<file path="src/rtl/core/rpss_pkg.sv">
// Shared constants, types and tables for the residue pair similarity scorer.
// No dependencies.
`default_nettype none
package rpss_pkg;
	localparam int COORD_BITS_DEF = 20;
	localparam int FRAC_BITS_DEF  = 16;
	localparam int COEF_W         = 56;
	localparam int OUT_W          = 32;
	localparam int CFG_IDX_W      = 2;
	localparam int QUEUE_DEPTH    = 4;
	localparam int MUL_CHUNK      = 14;
	localparam int COEF_CHUNKS    = (COEF_W + MUL_CHUNK - 1) / MUL_CHUNK;
	localparam int TAYLOR_N       = 16;
	localparam int RECIP_SHIFT    = 35;
	localparam int RECIP_W        = 36;

	localparam logic [33:0] LOG2E_Q32 = 34'h1_7154_7653;
	localparam logic [31:0] LN2_Q32   = 32'hB172_17F8;

	typedef enum logic [CFG_IDX_W-1:0] {
		CFG_DIST_COEFF = 2'd0,
		CFG_CONF_COEFF = 2'd1
	} cfg_reg_t;

	typedef struct packed {
		logic empty;
		logic room2;
	} q_stat_t;

	// floor(2^35 / n)
	function automatic logic [RECIP_W-1:0] recip(input logic [4:0] n);
		logic [RECIP_W-1:0] m;
		case (n)
			5'd1:    m = 36'd34359738368;
			5'd2:    m = 36'd17179869184;
			5'd3:    m = 36'd11453246122;
			5'd4:    m = 36'd8589934592;
			5'd5:    m = 36'd6871947673;
			5'd6:    m = 36'd5726623061;
			5'd7:    m = 36'd4908534052;
			5'd8:    m = 36'd4294967296;
			5'd9:    m = 36'd3817748707;
			5'd10:   m = 36'd3435973836;
			5'd11:   m = 36'd3123612578;
			5'd12:   m = 36'd2863311530;
			5'd13:   m = 36'd2643056797;
			5'd14:   m = 36'd2454267026;
			5'd15:   m = 36'd2290649224;
			5'd16:   m = 36'd2147483648;
			default: m = 36'd34359738368;
		endcase
		return m;
	endfunction
endpackage
`default_nettype wire

</file>
<file path="src/rtl/core/rpss_queue.sv">
// Short register queue of score jobs between front and back end.
// Depends on rpss_pkg.
`default_nettype none
module rpss_queue
	import rpss_pkg::*;
#(
	parameter int WIDTH = 8,
	parameter int DEPTH = QUEUE_DEPTH
) (
	input  wire logic             clk,
	input  wire logic             arst_n,
	input  wire logic             push,
	input  wire logic [WIDTH-1:0] push_data,
	input  wire logic             pop,
	output logic      [WIDTH-1:0] pop_data,
	output q_stat_t               q_stat
);
	localparam int PTR_W = (DEPTH > 1) ? $clog2(DEPTH) : 1;
	localparam int CNT_W = $clog2(DEPTH + 1);

	logic [WIDTH-1:0] mem_q [DEPTH];
	logic [PTR_W-1:0] wr_ptr_q, rd_ptr_q;
	logic [CNT_W-1:0] count_q;

	assign pop_data     = mem_q[rd_ptr_q];
	assign q_stat.empty = (count_q == '0);
	assign q_stat.room2 = (count_q <= CNT_W'(DEPTH - 2));

	always_ff @(posedge clk) begin
		if (push) begin
			mem_q[wr_ptr_q] <= push_data;
		end
	end

	always_ff @(posedge clk or negedge arst_n) begin
		if (!arst_n) begin
			wr_ptr_q <= '0;
			rd_ptr_q <= '0;
			count_q  <= '0;
		end else begin
			if (push) begin
				wr_ptr_q <= (wr_ptr_q == PTR_W'(DEPTH - 1)) ? '0 : wr_ptr_q + 1'b1;
			end
			if (pop) begin
				rd_ptr_q <= (rd_ptr_q == PTR_W'(DEPTH - 1)) ? '0 : rd_ptr_q + 1'b1;
			end
			case ({push, pop})
				2'b10:   count_q <= count_q + 1'b1;
				2'b01:   count_q <= count_q - 1'b1;
				default: count_q <= count_q;
			endcase
		end
	end
endmodule
`default_nettype wire

</file>
<file path="config.mk">
export PLATFORM = sky130hd
export DESIGN_NAME = rpss_queue
export DESIGN_NICKNAME = d
export VERILOG_FILES = /design/src/rtl/core/rpss_pkg.sv /design/src/rtl/core/rpss_queue.sv
export SDC_FILE = /design/constraint.sdc
export NUM_CORES = 1
export LEC_CHECK = 0
export BUFFER_PORTS_ARGS = -buffer_cell sky130_fd_sc_hd__buf_2
export CAP_MARGIN = 25
export CORE_ASPECT_RATIO = 1.1
export CORE_MARGIN = 4
export CORE_UTILIZATION = 55
export DETAILED_ROUTE_END_ITERATION = 12
export PLACE_DENSITY = 0.88
export SLEW_MARGIN = 15
export SYNTH_ARGS = -nofsm -noshare
export SYNTH_HDL_FRONTEND = slang
export SYNTH_SLANG_ARGS = --single-unit
</file>
<file path="constraint.sdc">
create_clock -name clk -period 3.92 [get_ports clk]
set_input_delay 0.784 -clock clk [delete_from_list [all_inputs] [get_ports clk]]
set_output_delay 0.784 -clock clk [all_outputs]
set_load 0.05 [all_outputs]
</file>
==> flow_summary_export.csv <==
group,metric,value,unit
logic_synthesis,ys_seq_area_share,72.29,%
timing,hold_viol,0,
cells_and_area,instances_no_fill,140,
floorplan,num_rows,20,
clocking,cts_resized,0,
placement,dp_hpwl,1.734,mm
clocking,cts_buffer_depth,2,
cells_and_area,area_delta_synth_final,11.39,%
flow_run,max-cap-violations,0,
critical_path,reg2reg_to,"count_q[2]$_DFFE_PN0P_",
logic_synthesis,synth_top_family_by_area,"multiplexers",
critical_path,r2r_cells,5,
logic_synthesis,synth_warnings,0,
grt,grt-ovfl-total,0,
grt,grt_pass1_vias,824,
critical_path,worstPathArrival,1870,ps
logic_synthesis,synth_top_cell_area_share,61.15,%
timing,worst_pin_slew,575.2,ps
outcome,outcome,"finished clean",
timing,holdWs,270.5,ps
critical_path,rr_startpoint,"count_q[0]$_DFFE_PN0P_",
floorplan,die_x,58.97,um
grt,antenna_found_initial,0,
timing,fin_skew,7.030,ps
grt,grt.met3_usage,6.061,%
cells_and_area,drive_gt1_share,33.64,%
routing,drt-wirelength-per-cell,17.28,um
timing,setup_viol,0,
critical_path,required,3140,ps
power_and_ir_drop,pwr-share-comb,40.0,%
logic_synthesis,yosys.area_share.xor_xnor,1.672,%
timing,rsz0062_at_grt,"no",
cells_and_area,antenna_cells,0,
timing,setup_tns,0,ps
power_and_ir_drop,p_sw_share,40.78,%
clocking,cts_tree,"built",
logic_synthesis,syn_inst,80,
timing,fin_crit,2650,ps
floorplan,fp.dieH,64.06,um
placement,portBuffers,21,
timing,timing.fmax,0.3773,GHz
critical_path,cp-start-kind,"flop",
logic_synthesis,synth_fa_ha_area_share,6.051,%
clocking,postCtsHoldBufs,0,
power_and_ir_drop,ir_drop,0.5209,mV
cells_and_area,post-route-cell-area,1750,um^2
logic_synthesis,synth_area_leaders,"edfxtp_1 (61%), mux4_2 (11%), dfrtp_1 (11%), ha_1 (4.8%), and2_1 (1.6%)",
placement,post-place-cells,132,
routing,ant_nets,0,
power_and_ir_drop,p_sw,0.0005491,W
power_and_ir_drop,leakage,0.6705,nW
logic_synthesis,synth_compound_area_share,0.9554,%
clocking,htreeDepth,2,
floorplan,design.core.area,2753,um^2
clocking,postCtsSetupRepairBufs,0,
logic_synthesis,avgSynthCellArea,19.64,um^2
routing,viasPerCell,5.514,
floorplan,die_area,3777,um^2
grt,grt_max_degree,12,
logic_synthesis,synth_top_cell_by_area,"edfxtp_1",
grt,grt_pass1_wl,3.905,mm
timing,maxSlewHeadroom,61.65,%
grt,grt_use_met2,24.86,%
timing,timing.final.crit_share,67.61,%
logic_synthesis,synth_seq_cells,39,
routing,drc,0,
critical_path,cp_max_fo,11,
critical_path,crit_type,"reg -> out",
timing,report.final.slew_viol_count,0,
power_and_ir_drop,seq_power_share,46.6,%
logic_synthesis,yosys.area_share.simple,3.025,%
placement,placed_cell_area,1702,um^2
floorplan,ios,22,
grt,grt_use_total,15.00,%
hold_path,hp-class,"in -> async",
clocking,cts.sinks,39,
critical_path,r2r_slack,2470,ps
logic_synthesis,syn_nets,99,
logic_synthesis,synth_area,1572,um^2
logic_synthesis,synthMuxAreaShare,13.54,%
clocking,cts_root_buf,"clkbuf_4",
cells_and_area,nets,125,
routing,drt-total-wl,2.419,mm
logic_synthesis,synth_cell_types,19,
grt,grt.busiest_layer,"met2",
routing,drt_iter0_drc,17,
power_and_ir_drop,power_density,769.2,nW/um^2
grt,grt.met1_usage,16.57,%
critical_path,endpoint_kind,"output port",
floorplan,start_util,57.09,%
routing,dr.pass1.iters,4,
power_and_ir_drop,internal_power,0.0007973,W
clocking,clock_latency,330,ps
placement,place_congestion,0.6678,
power_and_ir_drop,power_frac_clock,13.3,%
clocking,cts_made_buffers,5,
clocking,clk_pin_slew,100,ps
routing,vias,772,
-- kinds of logic after synthesis --
kind of cell	after synthesis
multiplexers	11
flip-flops	39
adder cells (fa/ha/maj)	7
AO/OA/AOI/OAI	3
XOR/XNOR	3
AND/OR/NAND/NOR	9
buffers and inverters	8
-- cells in the final DEF, fill, tap and decap left out, drive strengths merged --
| cell type | n |
|---|---|
| nor3 | 1 |
| or3 | 1 |
| clkinv | 2 |
| fa | 1 |
| nand2 | 1 |
| xnor2 | 1 |
| o21ai | 2 |
| clkbuf | 6 |
| mux2 | 2 |
| buf | 21 |
| a21oi | 1 |
| mux2i | 1 |
| nor2 | 2 |
| mux4 | 8 |
| xor2 | 2 |
| ha | 6 |
| dfrtp | 7 |
| and2 | 4 |
| inv | 6 |
| edfxtp | 32 |
-- how the worst max path moves through the flow --
stage / start / endpoint / depth (start not counted)
2_1_floorplan: count_q[0]$_DFFE_PN0P_ / q_stat[1] / 1
3_3_place_gp: rd_ptr_q[0]$_DFFE_PN0P_ / pop_data[0] / 2
3_5_place_dp: rd_ptr_q[0]$_DFFE_PN0P_ / pop_data[6] / 2
4_1_cts: rd_ptr_q[0]$_DFFE_PN0P_ / pop_data[6] / 2
5_1_grt: rd_ptr_q[0]$_DFFE_PN0P_ / pop_data[6] / 2
6_report: rd_ptr_q[0]$_DFFE_PN0P_ / pop_data[6] / 2
-- metrics by stage --
stage	setup WS (ps)	utilization, %	total power [W]
after floorplan	1649	-	0.001072
after global placement	1629	61.82	0.001156
after CTS	1193	63.59	0.001367
after detailed placement	1589	61.82	0.001186
after global routing	1096	63.59	0.001432
final	1270	63.59	0.001346
-- critical path, stage by stage (launching register included) --
cell and delay (ps):
dfrtp_1 720, mux4_2 580, buf_2 230
-- synth_stat cells --
| cell type | count |
|---|---|
| dfrtp_1 | 7 |
| o21ai_0 | 2 |
| nor2_1 | 2 |
| xnor2_1 | 1 |
| buf_6 | 1 |
| edfxtp_1 | 32 |
| nand2_1 | 1 |
| mux4_2 | 8 |
| mux2_2 | 2 |
| or3_1 | 1 |
| buf_2 | 1 |
| nor3_1 | 1 |
| mux2i_1 | 1 |
| xor2_1 | 2 |
| inv_1 | 6 |
| and2_1 | 4 |
| fa_1 | 1 |
| ha_1 | 6 |
| a21oi_1 | 1 |
-- layer usage --
metal | vias to the layer above | share of wire (%)
li1 | 354 | -
met1 | 384 | 38
met2 | 30 | 55
met3 | 4 | 6.8
met4 | 0 | 0.70
met5 | - | 0
-- flip-flops by register name, summed over array words and instances, names as in the netlist --
register  count
count_q       3
mem_q        32
wr_ptr_q      2
rd_ptr_q      2
-- power groups by stage --
stage,Combinational [W],Sequential [W],Clock [W]
global route,0.000577,0.000644,0.000211
CTS,0.000548,0.000632,0.000187
global placement,0.000526,0.000630,0
floorplan,0.000488,0.000583,0
finish,0.000539,0.000628,0.000180
detailed placement,0.000545,0.000641,0
-- final cells by class --
type | instances | area [um^2]
fillers | 212 | 1002
repair buffers | 21 | 105.1
clock inverters | 2 | 7.507
clock buffers | 6 | 41.29
flip-flops and latches | 39 | 1136
multi-input cells | 33 | 396.6
inverters | 6 | 22.52
well taps | 33 | 41.29
(Power assumes the default switching activity.)
