**config.mk**
```make
export PLATFORM = sky130hd
export DESIGN_NAME = rpss_front
export DESIGN_NICKNAME = d
export VERILOG_FILES = /design/src/rtl/core/rpss_pkg.sv /design/src/rtl/core/rpss_front.sv
export SDC_FILE = /design/constraint.sdc
export NUM_CORES = 1
export LEC_CHECK = 0
export BUFFER_PORTS_ARGS = -buffer_cell sky130_fd_sc_hd__buf_2
export CAP_MARGIN = 20
export CORE_MARGIN = 8
export CORE_UTILIZATION = 45
export CTS_CLUSTER_DIAMETER = 120
export DETAILED_ROUTE_END_ITERATION = 6
export HOLD_SLACK_MARGIN = 0.06
export MAX_ROUTING_LAYER = met4
export PLACE_DENSITY = 0.65
export SLEW_MARGIN = 40
export SYNTH_ARGS = -nofsm -noshare
export SYNTH_HDL_FRONTEND = slang
export SYNTH_SLANG_ARGS = --single-unit
```
**constraint.sdc**
```tcl
create_clock -name clk -period 5.9 [get_ports clk]
set_input_delay 0.885 -clock clk [delete_from_list [all_inputs] [get_ports clk]]
set_output_delay 0.885 -clock clk [all_outputs]
set_load 0.03 [all_outputs]
```
**src/rtl/core/rpss_pkg.sv**
```systemverilog
// Shared constants, types and tables for the residue pair similarity scorer.
// No dependencies.
`default_nettype none
package rpss_pkg;
	localparam int COORD_BITS_DEF = 20;
	localparam int FRAC_BITS_DEF  = 16;
	localparam int COEF_W         = 56;
	localparam int OUT_W          = 32;
	localparam int CFG_IDX_W      = 2;
	localparam int QUEUE_DEPTH    = 4;
	localparam int MUL_CHUNK      = 14;
	localparam int COEF_CHUNKS    = (COEF_W + MUL_CHUNK - 1) / MUL_CHUNK;
	localparam int TAYLOR_N       = 16;
	localparam int RECIP_SHIFT    = 35;
	localparam int RECIP_W        = 36;

	localparam logic [33:0] LOG2E_Q32 = 34'h1_7154_7653;
	localparam logic [31:0] LN2_Q32   = 32'hB172_17F8;

	typedef enum logic [CFG_IDX_W-1:0] {
		CFG_DIST_COEFF = 2'd0,
		CFG_CONF_COEFF = 2'd1
	} cfg_reg_t;

	typedef struct packed {
		logic empty;
		logic room2;
	} q_stat_t;

	// floor(2^35 / n)
	function automatic logic [RECIP_W-1:0] recip(input logic [4:0] n);
		logic [RECIP_W-1:0] m;
		case (n)
			5'd1:    m = 36'd34359738368;
			5'd2:    m = 36'd17179869184;
			5'd3:    m = 36'd11453246122;
			5'd4:    m = 36'd8589934592;
			5'd5:    m = 36'd6871947673;
			5'd6:    m = 36'd5726623061;
			5'd7:    m = 36'd4908534052;
			5'd8:    m = 36'd4294967296;
			5'd9:    m = 36'd3817748707;
			5'd10:   m = 36'd3435973836;
			5'd11:   m = 36'd3123612578;
			5'd12:   m = 36'd2863311530;
			5'd13:   m = 36'd2643056797;
			5'd14:   m = 36'd2454267026;
			5'd15:   m = 36'd2290649224;
			5'd16:   m = 36'd2147483648;
			default: m = 36'd34359738368;
		endcase
		return m;
	endfunction
endpackage
`default_nettype wire

```
**src/rtl/core/rpss_front.sv**
```systemverilog
// Front end: takes residue pairs, tracks run state, issues score jobs.
// Depends on rpss_pkg.
`default_nettype none
module rpss_front
	import rpss_pkg::*;
#(
	parameter int COORD_BITS = COORD_BITS_DEF
) (
	input  wire logic                         clk,
	input  wire logic                         arst_n,
	input  wire logic                         in_valid,
	output logic                              in_stall,
	input  wire logic signed [COORD_BITS-1:0] x_first,
	input  wire logic signed [COORD_BITS-1:0] y_first,
	input  wire logic signed [COORD_BITS-1:0] z_first,
	input  wire logic signed [COORD_BITS-1:0] x_second,
	input  wire logic signed [COORD_BITS-1:0] y_second,
	input  wire logic signed [COORD_BITS-1:0] z_second,
	input  wire logic                         run_start,
	input  wire logic                         run_end,
	input  q_stat_t                           q_stat,
	output logic                              push,
	output logic [9*(COORD_BITS+1)+2:0]       push_job
);
	localparam int MAG_W = COORD_BITS + 1;
	localparam int JOB_W = 9 * MAG_W + 3;

	logic [COORD_BITS-1:0] cf [3];
	logic [COORD_BITS-1:0] cs [3];
	logic [MAG_W-1:0]      sep [3];
	logic [MAG_W-1:0]      new_mag [3];
	logic [MAG_W-1:0]      cur_q [3];
	logic [MAG_W-1:0]      prev_q [3];
	logic                  pend_valid_q, pend_start_q, hold_q;
	logic [JOB_W-1:0]      hold_job_q, job1, job2;
	logic                  accept, has_pred;

	assign cf[0] = x_first;
	assign cf[1] = y_first;
	assign cf[2] = z_first;
	assign cs[0] = x_second;
	assign cs[1] = y_second;
	assign cs[2] = z_second;

	always_comb begin
		for (int a = 0; a < 3; a++) begin
			sep[a]     = {cf[a][COORD_BITS-1], cf[a]} - {cs[a][COORD_BITS-1], cs[a]};
			new_mag[a] = sep[a][MAG_W-1] ? MAG_W'(-sep[a]) : sep[a];
		end
	end

	assign has_pred = pend_valid_q && !run_start;
	assign in_stall = hold_q || !q_stat.room2;
	assign accept   = in_valid && !in_stall;

	assign job1 = {!run_end, !run_start, !pend_start_q,
		cur_q[0], cur_q[1], cur_q[2], prev_q[0], prev_q[1], prev_q[2],
		new_mag[0], new_mag[1], new_mag[2]};
	assign job2 = {1'b1, 1'b0, has_pred,
		new_mag[0], new_mag[1], new_mag[2], cur_q[0], cur_q[1], cur_q[2],
		new_mag[0], new_mag[1], new_mag[2]};

	assign push     = hold_q || (accept && (pend_valid_q || run_end));
	assign push_job = hold_q ? hold_job_q : (pend_valid_q ? job1 : job2);

	always_ff @(posedge clk) begin
		if (accept) begin
			hold_job_q <= job2;
		end
	end

	always_ff @(posedge clk or negedge arst_n) begin
		if (!arst_n) begin
			for (int a = 0; a < 3; a++) begin
				cur_q[a]  <= '0;
				prev_q[a] <= '0;
			end
			pend_valid_q <= 1'b0;
			pend_start_q <= 1'b0;
			hold_q       <= 1'b0;
		end else begin
			hold_q <= accept && pend_valid_q && run_end;
			if (accept) begin
				for (int a = 0; a < 3; a++) begin
					if (has_pred) begin
						prev_q[a] <= cur_q[a];
					end
					cur_q[a] <= new_mag[a];
				end
				pend_start_q <= !has_pred;
				pend_valid_q <= !run_end;
			end
		end
	end
endmodule
`default_nettype wire

```
==> metrics.txt, run 1 <==
LEAKAGE 8.85 nW; cell area after layout 0.0198 mm²; Synth top cells by count nand2_1 (345), o21ai_0 (189), dfrtp_1 (129); DRC Markers 0; die width 210 µm; syn_nets 1991; Detail Route Antenna Nets 0; hpwl dp 35300 µm; PwrDens 386 mW/mm²; TritonCTS buffer count 27; setup repair bufs after CTS 0; most common cell in the netlist nand2_1; peak supply drop 0.214 mV; initial DRC count 776; worst hold slack 364 ps; clk root buf clkbuf_16; pre-CTS WS 471 ps; vias in the first global route 13900; clk_skew 13.3 ps; CP max FO 5; area of the die 0.0440 mm²; period utilisation layout 92.4%; share of post-route cells with drive strength above 1 25.5%; mux cell area share after synthesis 13.4%; WP buf/inv 3; fin nets 2271; CTS tree yes; final wirelength 48000 µm; Cell Area, Synth 0.0169 mm²; Setup TNS 0 ps; CP peak stage delay 750 ps; num rows 71; Startpoint Class input port; area leader, netlist edfxtp_1; footprint of the multi-input gates 0.00917 mm²; post-synthesis simple-gate area fraction 14.8%; largest family of logic cells by synthesized area compound AO/OA/AOI/OAI gates; Core ar. 0.0373 mm²; Syn Area/Cell 9.40 µm²; Area Growth Syn to Fin 17.2%; Crit path required time 5020 ps; crit end category primary output; RSZ-0062 raised after global routing false; Max Cap Viol 0; placer congestion estimate 0.893; Max Freq 183 MHz; PortBufs 319; Post-synth EDFFs 127; total congestion overflow 0; Tightest Hold Check Type input port to async pin; outcome complete, no violations; clk slew on worst S/H paths 60 ps; Pre-antenna DRT Iters 5; Synth Flop Type dfrtp_1; largest net degree at the start of global routing 79; worst rel slew slack 46.5%; synth warn 0; Vias 14200; RR Startpoint hold_q; max-slew violations 0; Tmin final 5450 ps; # hold bufs at CTS 0; Adder-Cell Fraction of Synth Area 5.02%; Async SR Flop Fraction 50.4%; Setup Crit Path Kind input port to primary output; Reg area 0.00705 mm²; Final Setup Violations 0; Seq/Total Area, Yosys 41.7%; Arrival @ worst endpoint 4570 ps; CP startpoint z_first[0]; Slew @ Worst Pin 800 ps; Top Family by Delay on Critical Path compound AO/OA/AOI/OAI gates; xor and xnor area share after synthesis 4.09%; IO Pins 321; placed inst area 0.0190 mm²; Avg WL per Cell 18.6 µm; # H-tree levels 1; Synth top area share 22.6%; synthesized netlist cell count 1798; critical path, cell by cell buf_2 -> inv_1 -> ha_1 -> fa_1 -> nor2b_1 -> o31a_2 -> o21ai_1 -> a21oi_1 -> xor2_1 -> a2111oi_1 -> and4b_2 -> nand4_1 -> o21ai_1 -> o21a_1 -> buf_2; Worst-Skew Late Latency 520 ps; via density per instance 5.51; first-pass GRT wire length 76000 µm; Fillers 3493; final hold violation count 0; Initial Utilization 45.3%; Yosys cell types 95; largest cells by area after synthesis edfxtp_1 (23%), dfrtp_1 (19%), nand2_1 (7.7%), mux2_2 (7.3%), mux2i_1 (6.1%); CP max-delay cell a2111oi_1; clk buf depth 3; ANT cells 0; initial antenna violation count 0; Compound-Gate Fraction of Synth Area 16.8%; #FFs+latches synth 256; Total GRT Usage 21.5%; CTS Sinks 256; final worst slack 447 ps; Die Y-Extent 210 µm; Post-CTS Resized 0
==> worst register-to-register path, cell delays in order (launching register included) <==
cell,delay [ps]
dfrtp_4,700
buf_12,280
inv_4,420
nand3_4,180
inv_6,330
buf_6,610
mux2_2,450
==> metal layers <==
layer	routed length [µm]	global-route usage, %
met5	0	-
met4	678	3.94
met3	2220	2.58
met2	22400	34.4
met1	22700	29.6
==> through the flow <==
step                      utilization, %  power (mW)  cells
final                               53.1        7.64   2572
after global routing                53.1        8.07   2572
after CTS                           53.1        7.71   2572
after detailed placement            50.9        6.12   2523
after global placement              50.7        6.05   2521
after floorplan                        -        5.04   1798
==> worst paths after layout <==
check                      slack [ps]  depth (start not counted)       endpoint
setup / recovery                  450                         15  push_job[146]
hold / removal                    360                          1      cur_q[11]
setup reg to reg                 2810                          6      cur_q[61]
hold reg to reg                   490                          1   pend_start_q
max in group asynchronous        4440                          2      cur_q[58]
min in group clk                  490                          1   pend_start_q
==> cell usage in the layout (no fill, tap or decap), types with 5 or more instances in the layout <==
| cell type | n |
|---|---|
| o31ai_1 | 7 |
| ha_1 | 63 |
| mux2i_1 | 103 |
| nor2_1 | 75 |
| nor2b_1 | 9 |
| inv_1 | 96 |
| a221oi_1 | 5 |
| clkbuf_16 | 27 |
| a21boi_0 | 5 |
| nand2b_1 | 14 |
| o21ai_1 | 7 |
| nand2_1 | 344 |
| buf_4 | 12 |
| nor3_1 | 21 |
| a21oi_1 | 61 |
| a31oi_1 | 15 |
| or2_2 | 5 |
| edfxtp_1 | 127 |
| a21o_1 | 19 |
| buf_6 | 5 |
| xor2_1 | 32 |
| o2111ai_1 | 7 |
| o21ai_0 | 189 |
| and3_1 | 9 |
| mux2_2 | 110 |
| o22ai_1 | 5 |
| nand3_1 | 21 |
| nand3b_1 | 7 |
| xnor2_1 | 47 |
| or3_1 | 8 |
| clkinv_2 | 9 |
| o21a_1 | 20 |
| and2_1 | 14 |
| nand4_1 | 8 |
| o211ai_1 | 6 |
| a211oi_1 | 13 |
| dfrtp_1 | 127 |
| buf_2 | 318 |
| o221a_2 | 8 |
==> state kept, by name (all words and copies together) (netlist names) <==
signal        count
hold_q            1
cur_q            63
pend_valid_q      1
hold_job_q      127
pend_start_q      1
job1             63
==> cell type report <==
type                       instances  area share, %
tap                              474           2.99
inverter                          99           1.91
clock buffer                      34           3.70
multi-input combinational       1356           46.3
timing repair buffer             338           9.12
clock inverter                    15          0.385
sequential                       256           35.6
==> power breakdown <==
part	internal (mW)	total [mW]	switching, mW
sequential	2.37	2.65	0.275
clock	0.874	1.56	0.689
combinational	1.14	3.43	2.28
==> kinds of logic after synthesis <==
group | count (synthesis)
muxes | 213
and+or+nand+nor | 563
xor gates and xnor gates | 79
buffers and inverters | 186
AOI/OAI and AO/OA | 435
DFF | 256
adders and majority gates | 66
Power figures use the tool's default switching activity.
==> run 2: changes to the inputs <==
Settings changed: CAP_MARGIN 20 to not set, CORE_MARGIN 8 to 2.
Clock period 5.9 ns to 6.5 ns, I/O delays scaled along.
==> run 2 against run 1 <==
Net effect:
- count of clock-buffer cells in the layout up 3
- flip-flop and latch count unchanged
- design area down 0.18%
- clock skew down 1.3 ps
- die area down 11%
- non-clock buffer count down 8
- critical path depth unchanged
- final cell count down 0.47%
- register-to-register slack better by 440 ps
- worst hold slack better by 34 ps
- worst setup slack better by 270 ps
- combinational power down 11%
- highest routed layer unchanged
==> metrics.txt, run 2 (synthesis gave the netlist of run 1 again) <==
vias in the first global route 13400 (-3.3%); Crit path required time 5520 ps (+500 ps); setup repair bufs after CTS 0 (unchanged); Startpoint Class input port; Avg WL per Cell 17.9 µm (-3.9%); CTS tree yes; footprint of the multi-input gates 0.00918 mm² (about the same); DRC Markers 0 (unchanged); Initial Utilization 45.9% (+0.65 points); CP max FO 10 (+5); clk root buf clkbuf_16; outcome complete, no violations; share of post-route cells with drive strength above 1 25.2% (-0.30 points); CTS Sinks 256 (unchanged); largest net degree at the start of global routing 114 (+44%); commonest non-fill, non-tap cell in the layout nand2_1; PortBufs 319 (unchanged); number of flip-flops under the largest register name 127 (unchanged); Sequential Power Share 34.6% (about the same); Max Freq 173 MHz; die width 198 µm (-5.7%); Arrival @ worst endpoint 4800 ps (+230 ps); fin nets 2263 (-0.35%); worst rel slew slack 45.1% (-1.5 points); initial DRC count 748 (-3.6%); LEAKAGE 8.81 nW (-0.39%); period utilisation layout 88.9%; Setup Crit Path Kind input port to primary output; max-slew violations 0 (unchanged); CP peak stage delay 590 ps (-160 ps); Worst-Skew Late Latency 550 ps (+30 ps); Biggest register hold_job_q; pre-CTS WS 761 ps (+290 ps); clock share of power 21.6% (+1.1 points); Pre-antenna DRT Iters 5 (unchanged); Setup TNS 0 ps (unchanged); Vias 14200 (+0.099%); IO Pins 321 (unchanged); Area Growth Syn to Fin 17.0%; total congestion overflow 0 (unchanged); critical path, cell by cell buf_2 -> inv_1 -> ha_1 -> fa_1 -> nor2b_1 -> o31a_2 -> o21ai_1 -> o41ai_1 -> a21oi_1 -> nor2_1 -> a41oi_1 -> xor2_1 -> mux2i_1 -> o21ai_0 -> buf_2; clk slew on worst S/H paths 60 ps (about the same); crit end category primary output; Fillers 3400 (-2.7%); placer congestion estimate 0.896 (+0.28%); Post-CTS Resized 0 (unchanged); Tightest Hold Check Type input port to async pin; Core ar. 0.0368 mm² (-1.4%); PwrDens 353 mW/mm² (-8.4%); Top cell by count, worst path buf_2; clk buf depth 3 (unchanged); peak supply drop 0.279 mV (+30%); Die Y-Extent 198 µm (-5.7%); first-pass GRT wire length 71900 µm (-5.4%); # hold bufs at CTS 0 (unchanged); sw frac 42.1% (-0.46 points); most frequent cells in the layout nand2_1 (344), buf_2 (318), o21ai_0 (189); WP buf/inv 3 (unchanged); Slew @ Worst Pin 822 ps (+21.9 ps); P_sw 2.94 mW (-9.5%); Pint 4.05 mW (-7.8%); Final Setup Violations 0 (unchanged); logic gate share of total power 43.8% (-1.1 points); Max Cap Viol 0 (unchanged); RSZ-0062 raised after global routing false; area of the die 0.0391 mm² (-11%); Reg area 0.00705 mm² (unchanged); Top Family by Delay on Critical Path compound AO/OA/AOI/OAI gates; CP max-delay cell nor2_1; TritonCTS buffer count 27 (unchanged); final worst slack 720 ps (+273 ps); hpwl dp 32600 µm (-7.4%); initial antenna violation count 0 (unchanged); via density per instance 5.55 (+0.57%); # H-tree levels 1 (unchanged); Tmin final 5780 ps; Total GRT Usage 23.6% (+2.1 points); clk_skew 12.0 ps (-1.31 ps); num rows 70 (-1.4%); final hold violation count 0 (unchanged); final wirelength 45900 µm (-4.3%); Detail Route Antenna Nets 0 (unchanged)
==> run 2: cell types whose count changed in the layout (fill, tap and decap cells not counted), moves of 2 or more <==
cell	previous run	this run
bufinv_16	0	2
clkinv_2	9	5
clkbuf_1	4	8
inv_6	1	3
clkinv_1	4	2
buf_4	12	6
==> run 2: cell type report <==
type,instances,share of cell area [%]
Timing Repair Buffer,330,8.71
Sequential cell,256,35.7
Antenna cell,1,0.0127
Inverter,99,1.90
Tap cell,468,2.96
Clock inverter,13,0.633
Clock buffer,37,3.71
Multi-Input combinational cell,1356,46.4
==> run 2: routing by layer <==
metal,vias up,track usage (%),share of wire (%)
li1,6996,-,-
met1,6759,32.5,45
met2,380,36.9,46
met3,63,3.07,5.9
met4,0,6.40,2.5
met5,-,-,0
==> run 2: path summary, 6_finish.rpt <==
path                         startpoint             to  slack [ps]  depth (start not counted)
max in group asynchronous        arst_n   pend_valid_q        4910                          2
min                              arst_n      cur_q[11]         400                          1
max reg2reg                pend_valid_q       job1[90]        3250                          4
min reg2reg                pend_start_q   pend_start_q         480                          1
min in group clk           pend_start_q   pend_start_q         480                          1
max                          z_first[0]  push_job[135]         720                         15
==> run 2: per-stage QoR <==
stage                     std cells  instance area (µm²)  util (%)  power (mW)  hold slack (ps)
after floorplan                1798                16900         -        4.57              459
after global routing           2559                19800      53.7        7.38              450
after detailed placement       2508                18900      51.3        5.50              476
after CTS                      2558                19700      53.7        7.03              432
after global placement         2508                18900      51.3        5.45              469
final                          2560                19800      53.7        6.98              398
==> run 2: power groups by stage <==
stage	registers [mW]	logic, mW	clock network [mW]
after floorplan	2.36	2.21	0
after global placement	2.42	3.02	0
after detailed placement	2.45	3.05	0
after CTS	2.42	3.07	1.55
after global routing	2.48	3.29	1.60
final	2.42	3.06	1.51
==> run 3: changes to the inputs <==
Settings changed: ABC_AREA set to 1, CAP_MARGIN set to 40, RECOVER_POWER set to 50.
==> run 3 against run 2 <==
Net effect:
- the flow now finishes with violations (capacitance limit, slew limit)
- sequential share of layout area down 1.2 points
- design area grew 3.6%
- maximum frequency up 3.3%
- largest cell class unchanged
==> metrics.txt, run 3 <==
final hold violation count 0 (unchanged); clk root buf clkbuf_16; peak supply drop 0.187 mV (-33%); CTS tree yes; Avg WL per Cell 16.5 µm (-8.1%); LEAKAGE 10.7 nW (+21%); PwrDens 343 mW/mm² (-2.9%); die width 203 µm (+2.8%); Startpoint Class input port; Crit path required time 5520 ps (about the same); syn_nets 2671 (+34%); CP max-delay cell nand2_1; DRC Markers 0 (unchanged); CP peak stage delay 530 ps (-60 ps); Pre-antenna DRT Iters 6 (+1); logic gate share of total power 45.5% (+1.7 points); Setup Crit Path Kind input port to primary output; initial DRC count 1175 (+57%); Pint 3.88 mW (-4.2%); Slew @ Worst Pin 4110 ps (+3290 ps); num rows 73 (+4.3%); Tmin final 5590 ps (-186 ps); sw frac 44.8% (+2.8 points); crit end category primary output; #FFs+latches synth 256 (unchanged); commonest non-fill, non-tap cell in the layout nand2_1; Seq/Total Area, Yosys 39.4% (-2.3 points); via density per instance 5.17 (-6.8%); Max Cap Viol 3 (+3); fin nets 2938 (+30%); Area Growth Syn to Fin 14.6%; CP max FO 20 (+10); placer congestion estimate 0.934 (+4.3%); largest cells by area after synthesis edfxtp_1 (21%), nand2_1 (18%), dfrtp_1 (18%), inv_1 (6.6%), a21oi_1 (5.6%); Top Family by Delay on Critical Path simple AND/OR/NAND/NOR gates; TritonCTS buffer count 26 (-3.7%); synthesized netlist cell count 2478 (+38%); CTS Sinks 256 (unchanged); most common cell in the netlist nand2_1; clock share of power 20.3% (-1.3 points); Final Setup Violations 0 (unchanged); number of flip-flops under the largest register name 127 (unchanged); share of post-route cells with drive strength above 1 17.5% (-7.7 points); first-pass GRT wire length 84700 µm (+18%); ANT cells 0 (-1); RSZ-0062 raised after global routing false; critical path, cell by cell buf_2 -> inv_1 -> ha_1 -> fa_1 -> inv_1 -> nand2_1 -> nand2_1 -> nand3_1 -> nand2_1 -> nand2_2 -> nand2_1 -> nand2_1 -> nand2_2 -> nand2_2 -> nand2_1 -> nand2_1 -> nand2_2 -> xor2_2 -> nand2_1 -> nand2_1 -> nand2_1 -> nand2_1 -> buf_2; Biggest register hold_job_q; Total GRT Usage 26.4% (+2.8 points); Initial Utilization 45.3% (-0.65 points); clk buf depth 3 (unchanged); hpwl dp 39400 µm (+21%); Async SR Flop Fraction 50.4% (unchanged); Cell Area, Synth 0.0179 mm² (+5.8%); Tightest Hold Check Type flip-flop to flip-flop; # hold bufs at CTS 0 (unchanged); clk slew on worst S/H paths 50 ps (about the same); Yosys cell types 51 (-46%); Arrival @ worst endpoint 4620 ps (-180 ps); Setup TNS 0 ps (unchanged); IO Pins 321 (unchanged); synth warn 0 (unchanged); Max Freq 179 MHz (+3.3%); worst rel slew slack -174% (-220 points); # H-tree levels 1 (unchanged); total congestion overflow 0 (unchanged); outcome finished with violations; Syn Area/Cell 7.21 µm² (-23%); Synth top cells by count nand2_1 (866), inv_1 (315), a21oi_1 (199); Vias 17000 (+20%); Sequential Power Share 34.2% (-0.4 points); vias in the first global route 15500 (+16%); Synth top area share 21.3% (-1.2 points); end-of-flow core utilization 51.9% (-1.9 points); Post-CTS Resized 0 (unchanged); PortBufs 319 (unchanged); Detail Route Antenna Nets 0 (unchanged); most frequent cells in the layout nand2_1 (876), buf_2 (318), inv_1 (312); max-slew violations 270 (+270); setup repair bufs after CTS 0 (unchanged); Top cell by count, worst path nand2_1; Synth Flop Type dfrtp_1; Core ar. 0.0395 mm² (+7.3%); largest net degree at the start of global routing 111 (-2.6%); initial antenna violation count 0 (unchanged); final wirelength 54200 µm (+18%); period utilisation layout 86.1% (-2.9 points); clk_skew 21.5 ps (+9.50 ps); violated checks capacitance limit, slew limit; Worst-Skew Late Latency 530 ps (-20 ps); Die Y-Extent 203 µm (+2.8%); Post-synth EDFFs 127 (unchanged); P_sw 3.15 mW (+7.2%); area leader, netlist edfxtp_1; area of the die 0.0413 mm² (+5.6%); WP buf/inv 4 (+1)
run 3: cell types whose count changed after synthesis, moves of 64 or more:
| cell | change |
|---|---|
| mux2_2 | -69 |
| inv_1 | +218 |
| o21ai_0 | -64 |
| nand2_1 | +521 |
| a21oi_1 | +138 |
| mux2i_1 | -101 |
| nor2_1 | +101 |
| nand3_1 | +101 |
run 3: final cells by class:
type / instances / area (µm²)
Timing Repair Buffer: 330 / 1680
Multi-Input combinational cell: 1811 / 9070
Clock buffer: 44 / 779
Tap cell: 525 / 657
Inverter: 320 / 1210
Fill cell: 3953 / 19000
Sequential cell: 256 / 7050
Clock inverter: 4 / 23.8
run 3: metrics by stage:
| step | std cells | hold WS, ps | cell area (µm²) | power (mW) | worst slack [ps] |
|---|---|---|---|---|---|
| after floorplan | 2478 | 447 | 17900 | 4.63 | 658 |
| after global placement | 3242 | 453 | 19800 | 5.57 | 1500 |
| after detailed placement | 3242 | 456 | 19900 | 5.63 | 1450 |
| after CTS | 3290 | 469 | 20700 | 7.07 | 1440 |
| after global routing | 3290 | 476 | 20500 | 7.45 | 565 |
| final | 3290 | 470 | 20500 | 7.03 | 906 |
run 3: per-layer routing:
| metal | global-route usage (%) | up-vias | share of wire (%) |
|---|---|---|---|
| met1 | 40.5 | 7885 | 49 |
| met4 | 8.21 | 0 | 3.3 |
| li1 | - | 8455 | - |
| met2 | 36.9 | 582 | 41 |
| met5 | - | - | 0 |
| met3 | 1.90 | 84 | 6.0 |
run 3: power groups by stage:
stage	sequential (mW)	combinational (mW)	clock, mW
2_1_floorplan	2.32	2.31	0
3_3_place_gp	2.40	3.17	0
3_5_place_dp	2.43	3.21	0
4_1_cts	2.40	3.22	1.45
5_1_grt	2.45	3.48	1.52
6_report	2.41	3.20	1.42
run 3: worst reg2reg max path, stage by stage (launching register included):
cell and delay, ps:
dfrtp_4 770, inv_6 620, nand3_1 250, buf_6 350, clkinvlp_2 730, buf_2 1790, nand2_1 350, o21a_1 220
run 3: cell families (layout without fill, tap and decap cells):
kind of cell	after synthesis	after routing	synth area share (%)
simple gates	1294	1294	30.4
buf+inv	411	698	9.07
compound gates	371	371	10.8
flops	256	256	39.4
fa+ha+maj	66	66	4.75
mux	43	43	2.70
xor+xnor	37	37	2.88
run 3: final timing paths:
check                      startpoint         endpoint  slack (ps)  depth (start not counted)
setup / recovery           z_first[0]    push_job[141]         910                         23
hold / removal              cur_q[62]  hold_job_q[125]         470                          0
setup reg to reg               hold_q     pend_valid_q        1310                          7
hold reg to reg             cur_q[62]  hold_job_q[125]         470                          0
max in group asynchronous      arst_n           hold_q        1680                          1
min in group asynchronous      arst_n        cur_q[10]        1870                          1
